===== config.mk =====
export PLATFORM = sky130hd
export DESIGN_NAME = svm_ctrl
export DESIGN_NICKNAME = d
export VERILOG_FILES = /design/src/sv/svm_pkg.sv /design/src/sv/svm_ctrl.sv
export SDC_FILE = /design/constraint.sdc
export NUM_CORES = 1
export LEC_CHECK = 0
export BUFFER_PORTS_ARGS = -buffer_cell sky130_fd_sc_hd__buf_2
export CAP_MARGIN = 0
export CORE_MARGIN = 2
export CORE_UTILIZATION = 55
export CTS_CLUSTER_DIAMETER = 150
export DETAILED_ROUTE_END_ITERATION = 6
export HOLD_SLACK_MARGIN = 0.05
export MAX_ROUTING_LAYER = met4
export PLACE_DENSITY = 0.91
export SLEW_MARGIN = 15
export SYNTH_ARGS = -nofsm -noshare
export SYNTH_HDL_FRONTEND = slang
export SYNTH_SLANG_ARGS = --single-unit

===== constraint.sdc =====
create_clock -name clk -period 3.6 [get_ports clk]
set_input_delay 0.18 -clock clk [delete_from_list [all_inputs] [get_ports clk]]
set_output_delay 0.18 -clock clk [all_outputs]
set_load 0.02 [all_outputs]

===== src/sv/svm_pkg.sv =====
// ----------------------------------------------------------------------------
// svm_pkg: shared types and constants
// Opcodes, controller states, datapath commands and status for the mixer.
// ----------------------------------------------------------------------------
package svm_pkg;

  localparam int SLOT_BITS        = 4;
  localparam int SAMPLE_SLOTS     = 16;
  localparam int GEN_W            = 32 - SLOT_BITS - 1;
  localparam int DEF_VOICES       = 16;
  localparam int DEF_SAMPLE_WORDS = 65536;
  localparam int DIV_STEPS        = 42;
  localparam int IN_W             = 160;
  localparam int OUT_W            = 72;
  localparam int CFG_IDX_W        = 1;
  localparam int CFG_DATA_W       = 18;

  localparam logic [15:0] FADE_FLOOR  = 16'd16;
  localparam logic [15:0] RAMP_RESET  = 16'd137;
  localparam logic [17:0] ORATE_RESET = 18'd48000;

  localparam logic [CFG_IDX_W-1:0] CFG_RAMP_STEP   = 1'b0;
  localparam logic [CFG_IDX_W-1:0] CFG_OUTPUT_RATE = 1'b1;

  typedef enum logic [2:0] {
    OP_LOAD, OP_DEFINE, OP_PLAY, OP_SET_VOL, OP_SET_RATE, OP_STOP, OP_TICK, OP_SILENCE
  } op_t;

  typedef enum logic [3:0] {
    ST_IDLE, ST_DECODE, ST_HCHK, ST_MUL, ST_DIV, ST_INC_WR, ST_V_CHK, ST_V_RDA,
    ST_V_RDB, ST_V_FRM, ST_V_ACC, ST_V_NEXT, ST_DONE
  } state_t;

  typedef enum logic [4:0] {
    DP_NONE, DP_LATCH, DP_LOAD, DP_DEFINE, DP_PLAY_SEL, DP_HND_SEL, DP_VOL_WR,
    DP_STOP_WR, DP_SILENCE, DP_MUL, DP_DIV, DP_PLAY_WR, DP_RATE_WR, DP_TICK_INIT,
    DP_V_CHK, DP_V_RDA, DP_V_RDB, DP_V_FRM, DP_V_ACC, DP_V_NEXT, DP_RESULT
  } dp_step_t;

  typedef struct packed {
    dp_step_t step;
    logic     fail;
  } dp_cmd_t;

  typedef struct packed {
    op_t  op;
    logic def_ok;
    logic play_ok;
    logic hnd_ok;
    logic v_live;
    logic div_last;
    logic last_voice;
  } dp_stat_t;

endpackage


===== src/sv/svm_ctrl.sv =====
// ----------------------------------------------------------------------------
// svm_ctrl: mixer sequencer
// Decodes each item and steps the datapath through it; owns output valid.
// ----------------------------------------------------------------------------
module svm_ctrl (
  input  logic              clk,
  input  logic              rst_n,
  input  logic              in_tvalid,
  output logic              in_tready,
  output logic              out_tvalid,
  input  logic              out_tready,
  output svm_pkg::dp_cmd_t  cmd,
  input  svm_pkg::dp_stat_t stat
);
  import svm_pkg::*;

  state_t state_r, state_nxt;
  logic   fail_r, fail_nxt;
  logic   out_valid_r, out_valid_nxt;

  always_ff @(posedge clk) begin
    if (!rst_n) begin
      state_r     <= ST_IDLE;
      fail_r      <= 1'b0;
      out_valid_r <= 1'b0;
    end else begin
      state_r     <= state_nxt;
      fail_r      <= fail_nxt;
      out_valid_r <= out_valid_nxt;
    end
  end

  always_comb begin
    state_nxt     = state_r;
    fail_nxt      = fail_r;
    out_valid_nxt = out_valid_r && !out_tready;
    cmd.step      = DP_NONE;
    cmd.fail      = fail_r;
    in_tready     = (state_r == ST_IDLE);
    case (state_r)
      ST_IDLE: begin
        if (in_tvalid) begin
          cmd.step  = DP_LATCH;
          fail_nxt  = 1'b0;
          state_nxt = ST_DECODE;
        end
      end
      ST_DECODE: begin
        case (stat.op)
          OP_LOAD: begin
            cmd.step  = DP_LOAD;
            state_nxt = ST_DONE;
          end
          OP_DEFINE: begin
            if (stat.def_ok) cmd.step = DP_DEFINE;
            fail_nxt  = !stat.def_ok;
            state_nxt = ST_DONE;
          end
          OP_PLAY: begin
            if (stat.play_ok) begin
              cmd.step  = DP_PLAY_SEL;
              state_nxt = ST_MUL;
            end else begin
              fail_nxt  = 1'b1;
              state_nxt = ST_DONE;
            end
          end
          OP_SET_VOL, OP_SET_RATE, OP_STOP: begin
            cmd.step  = DP_HND_SEL;
            state_nxt = ST_HCHK;
          end
          OP_TICK: begin
            cmd.step  = DP_TICK_INIT;
            state_nxt = ST_V_CHK;
          end
          default: begin
            cmd.step  = DP_SILENCE;
            state_nxt = ST_DONE;
          end
        endcase
      end
      ST_HCHK: begin
        if (!stat.hnd_ok) begin
          fail_nxt  = 1'b1;
          state_nxt = ST_DONE;
        end else begin
          case (stat.op)
            OP_SET_VOL: begin
              cmd.step  = DP_VOL_WR;
              state_nxt = ST_DONE;
            end
            OP_STOP: begin
              cmd.step  = DP_STOP_WR;
              state_nxt = ST_DONE;
            end
            default: state_nxt = ST_MUL;
          endcase
        end
      end
      ST_MUL: begin
        cmd.step  = DP_MUL;
        state_nxt = ST_DIV;
      end
      ST_DIV: begin
        cmd.step = DP_DIV;
        if (stat.div_last) state_nxt = ST_INC_WR;
      end
      ST_INC_WR: begin
        cmd.step  = (stat.op == OP_PLAY) ? DP_PLAY_WR : DP_RATE_WR;
        state_nxt = ST_DONE;
      end
      ST_V_CHK: begin
        cmd.step  = DP_V_CHK;
        state_nxt = stat.v_live ? ST_V_RDA : ST_V_NEXT;
      end
      ST_V_RDA: begin
        cmd.step  = DP_V_RDA;
        state_nxt = ST_V_RDB;
      end
      ST_V_RDB: begin
        cmd.step  = DP_V_RDB;
        state_nxt = ST_V_FRM;
      end
      ST_V_FRM: begin
        cmd.step  = DP_V_FRM;
        state_nxt = ST_V_ACC;
      end
      ST_V_ACC: begin
        cmd.step  = DP_V_ACC;
        state_nxt = ST_V_NEXT;
      end
      ST_V_NEXT: begin
        cmd.step  = DP_V_NEXT;
        state_nxt = stat.last_voice ? ST_DONE : ST_V_CHK;
      end
      ST_DONE: begin
        if (!out_valid_r || out_tready) begin
          cmd.step      = DP_RESULT;
          out_valid_nxt = 1'b1;
          state_nxt     = ST_IDLE;
        end
      end
      default: state_nxt = ST_IDLE;
    endcase
  end

  assign out_tvalid = out_valid_r;

endmodule


==> results.md <==
* Worst Hold Path EP: state_r[0]
* Worst R2R Setup Slack at ~2 ns
* Worst-path fanout max at 22
* Synth area leaders: dfxtp_1, a21oi_1, buf_2
* Clock slew at reported path FFs at 0.05 ns
* Startpoint types: flop
* Core Box Area at between 0.001 and 0.0015 mm2
* Max VDD drop at ~0.42 mV
* Final Skew at about 0.0038 ns
* Iter 0 DRT Violations at between 50 and 60
* Starting Density at 59.23%
* Max Fclk at between 0.4 and 0.5 GHz
* Post-DP HPWL at ~1.4 mm
* Fillers at approximately 130
* Post-synth EDFFs at 0
* Setup TNS at 0 ns
* Least-Margin Pin Slew at 0.6827 ns
* Commonest non-fill, non-tap cell in the layout: buf_2
* Vias post-DR at 885
* Placer congestion estimate at between 0.9 and 1
* Slowest stage delay, CP at 0.76 ns
* Synth area leader: dfxtp_1
* Pwr Density at approximately 820 mW/mm2
* CP Class: reg -> out
* Dpl ws at ~1.5 ns
* Share of post-route cells with drive strength above 1 at 26.67%
* Sequential area share after synthesis at ~16%
* CP Cell Sequence: nand2b_1, a2111oi_0, a21oi_1, o221ai_1, buf_2
* Die width at between 40 and 50 um
* Die Area at 0.001717 mm2
* DRC viols at 0
* Initial DRT Pass Iterations at 4
* Routed WL at between 1.5 and 2 mm
* Maxcap violations at 0
* Outcome: complete, no violations
* Hold-fix buffers at CTS at 0
* Avg Synthesized Cell Area at approximately 7.2 um2
* Area delta synth->final at 10.39%
* # diodes at 0
* Top-area cell type share of the netlist area at between 10% and 20%
* Stages on the worst setup path at 5
* Setup violations, final at 0
* Net Count, Synth at 120
* Nets@finish at 135
* Slew Limit Headroom at approximately 54%
* Final Util at ~65%
* Hold Startpoint: stat[4]
* Overall Global Routing Usage at between 20% and 30%
* Asr flop ratio synth at 0%
* Yosys warns at 0
* Largest net degree at the start of global routing at 23
* Crit path max-delay family: flip-flops
* Worst Hold Slack at roughly 0.24 ns
* Initial antenna violation count at 0
* Final Hold Violating Endpoints at 0
* Worst Hold Class: in -> reg
* Clock latency on the worst-skew pair at around 0.26 ns
* First-pass GRT wire length at just over 3 mm
* IO buf count at 20
* Total gr overflow at 0
* Worst-case reg-to-reg path depth at 4
* Minimum clock period at approximately 2.3 ns
* Slowest CP cell: dfxtp_1
* Max Slew Vio Count at 0
* Cts bufs inserted at 3
* Ys flop type: dfxtp_1
* RSZ-0062 raised after global routing: false
* Vias per cell at approximately 6.6
* Routed Antenna Nets at 0
* Row cnt at 13
* Worst path bufs/invs at 1
* Final WS setup at 1.253 ns
* Count of cell types in the netlist at between 40 and 50
* CP required at approximately 3.4 ns
* Post-Syn Area at ~770 um2
* Clock root cell: clkbuf_4
* Reg-to-reg endpoint: state_r[2]
* WL/cell at around 14 um
* Worst Setup End Kind: output pin
* DIE HEIGHT at 41.44 um
* Most frequent cells in the layout: buf_2, a21oi_1, nor2_1, o21ai_1, dfxtp_1
* H-tree levels at 1
* Number of global-route vias before repair at 719
* CTS tree: done
* Leakage power at roughly 0.34 nW
* Longest Clk Path Bufs at 2
* Hold Path Depth at 3
* FF-to-FF Start: state_r[0]
* Syn Inst Count at 107
* Post-CTS Setup Bufs at 0
* Final period utilization at 65.20%
* Clock Sink Count at 6
* IO Pins at 21
* Post-CTS Resized at 0
* Flops & latches, synth at 6
* WP data arrival at between 2 and 2.5 ns
[cell families (layout without fill, tap and decap cells)]
kind of cell | Yosys count | in the layout | share of synthesized area, %
AOI/OAI and AO/OA | 44 | 44 | 40.91
xor gates and xnor gates | 2 | 2 | 2.273
buffers and inverters | 17 | 30 | 11.36
DFF | 6 | 6 | 15.59
muxes | 2 | 2 | 2.598
and+or+nand+nor | 36 | 36 | 27.27
[synth_stat cells (all sizes together) (3+ instances only)]
library cell	n
nand2	5
o211ai	4
nand2b	5
o21ai	9
nor2	6
or2	3
nor2b	5
a21oi	12
inv	7
buf	10
dfxtp	6
nand3	3
[power breakdown]
group          total (mW)  internal [mW]  switching (mW)
Clock              0.0676         0.0381          0.0295
Sequential          0.181         0.0910          0.0896
Combinational       0.448          0.185           0.263
[worst max path at each step]
stage	from	endpoint	slack, ns
after global placement	state_r[0]	cmd[2]	1.61
after CTS	state_r[0]	cmd[2]	1.26
final	state_r[0]	cmd[2]	1.25
after detailed placement	state_r[0]	cmd[2]	1.54
after floorplan	state_r[1]	cmd[2]	2.06
after global routing	state_r[0]	cmd[2]	1.01
[per-stage QoR]
step                      area [um2]  total power [mW]  std cells
final                          850.8            0.6960        135
after global routing           850.8            0.7521        135
after CTS                      850.8            0.6945        135
after detailed placement       828.3            0.6247        132
after global placement         828.3            0.6178        132
after floorplan                770.7            0.5319        107
[worst register-to-register path: stages, from the launching register on]
cell       delay (ns)
dfxtp_1          0.76
nand2b_1         0.23
a211oi_1         0.30
o2111ai_1        0.13
o211ai_1         0.10
[registers in the layout (all words and copies together), names as in the netlist]
| name | cells |
|---|---|
| fail_r | 1 |
| state_r | 4 |
| out_tvalid | 1 |
[routing by layer]
| layer | GRT usage (%) | vias up | routed length, um |
|---|---|---|---|
| met3 | 6.957 | 5 | 160 |
| met2 | 39.38 | 39 | 955 |
| met5 | - | - | 0 |
| met1 | 27.93 | 412 | 797 |
| met4 | 1.935 | 0 | 15 |
| li1 | - | 429 | - |
[cell type report]
type                    count  area (um2)  share of cell area (%)
clock buffers               3       22.52                   2.647
well taps                  15       18.77                   2.206
repair buffers             20       100.1                   11.76
flip-flops and latches      6       120.1                   14.12
inverters                   7       26.28                   3.088
multi-input cells          84       563.0                   66.18
Power figures use the tool's default switching activity.
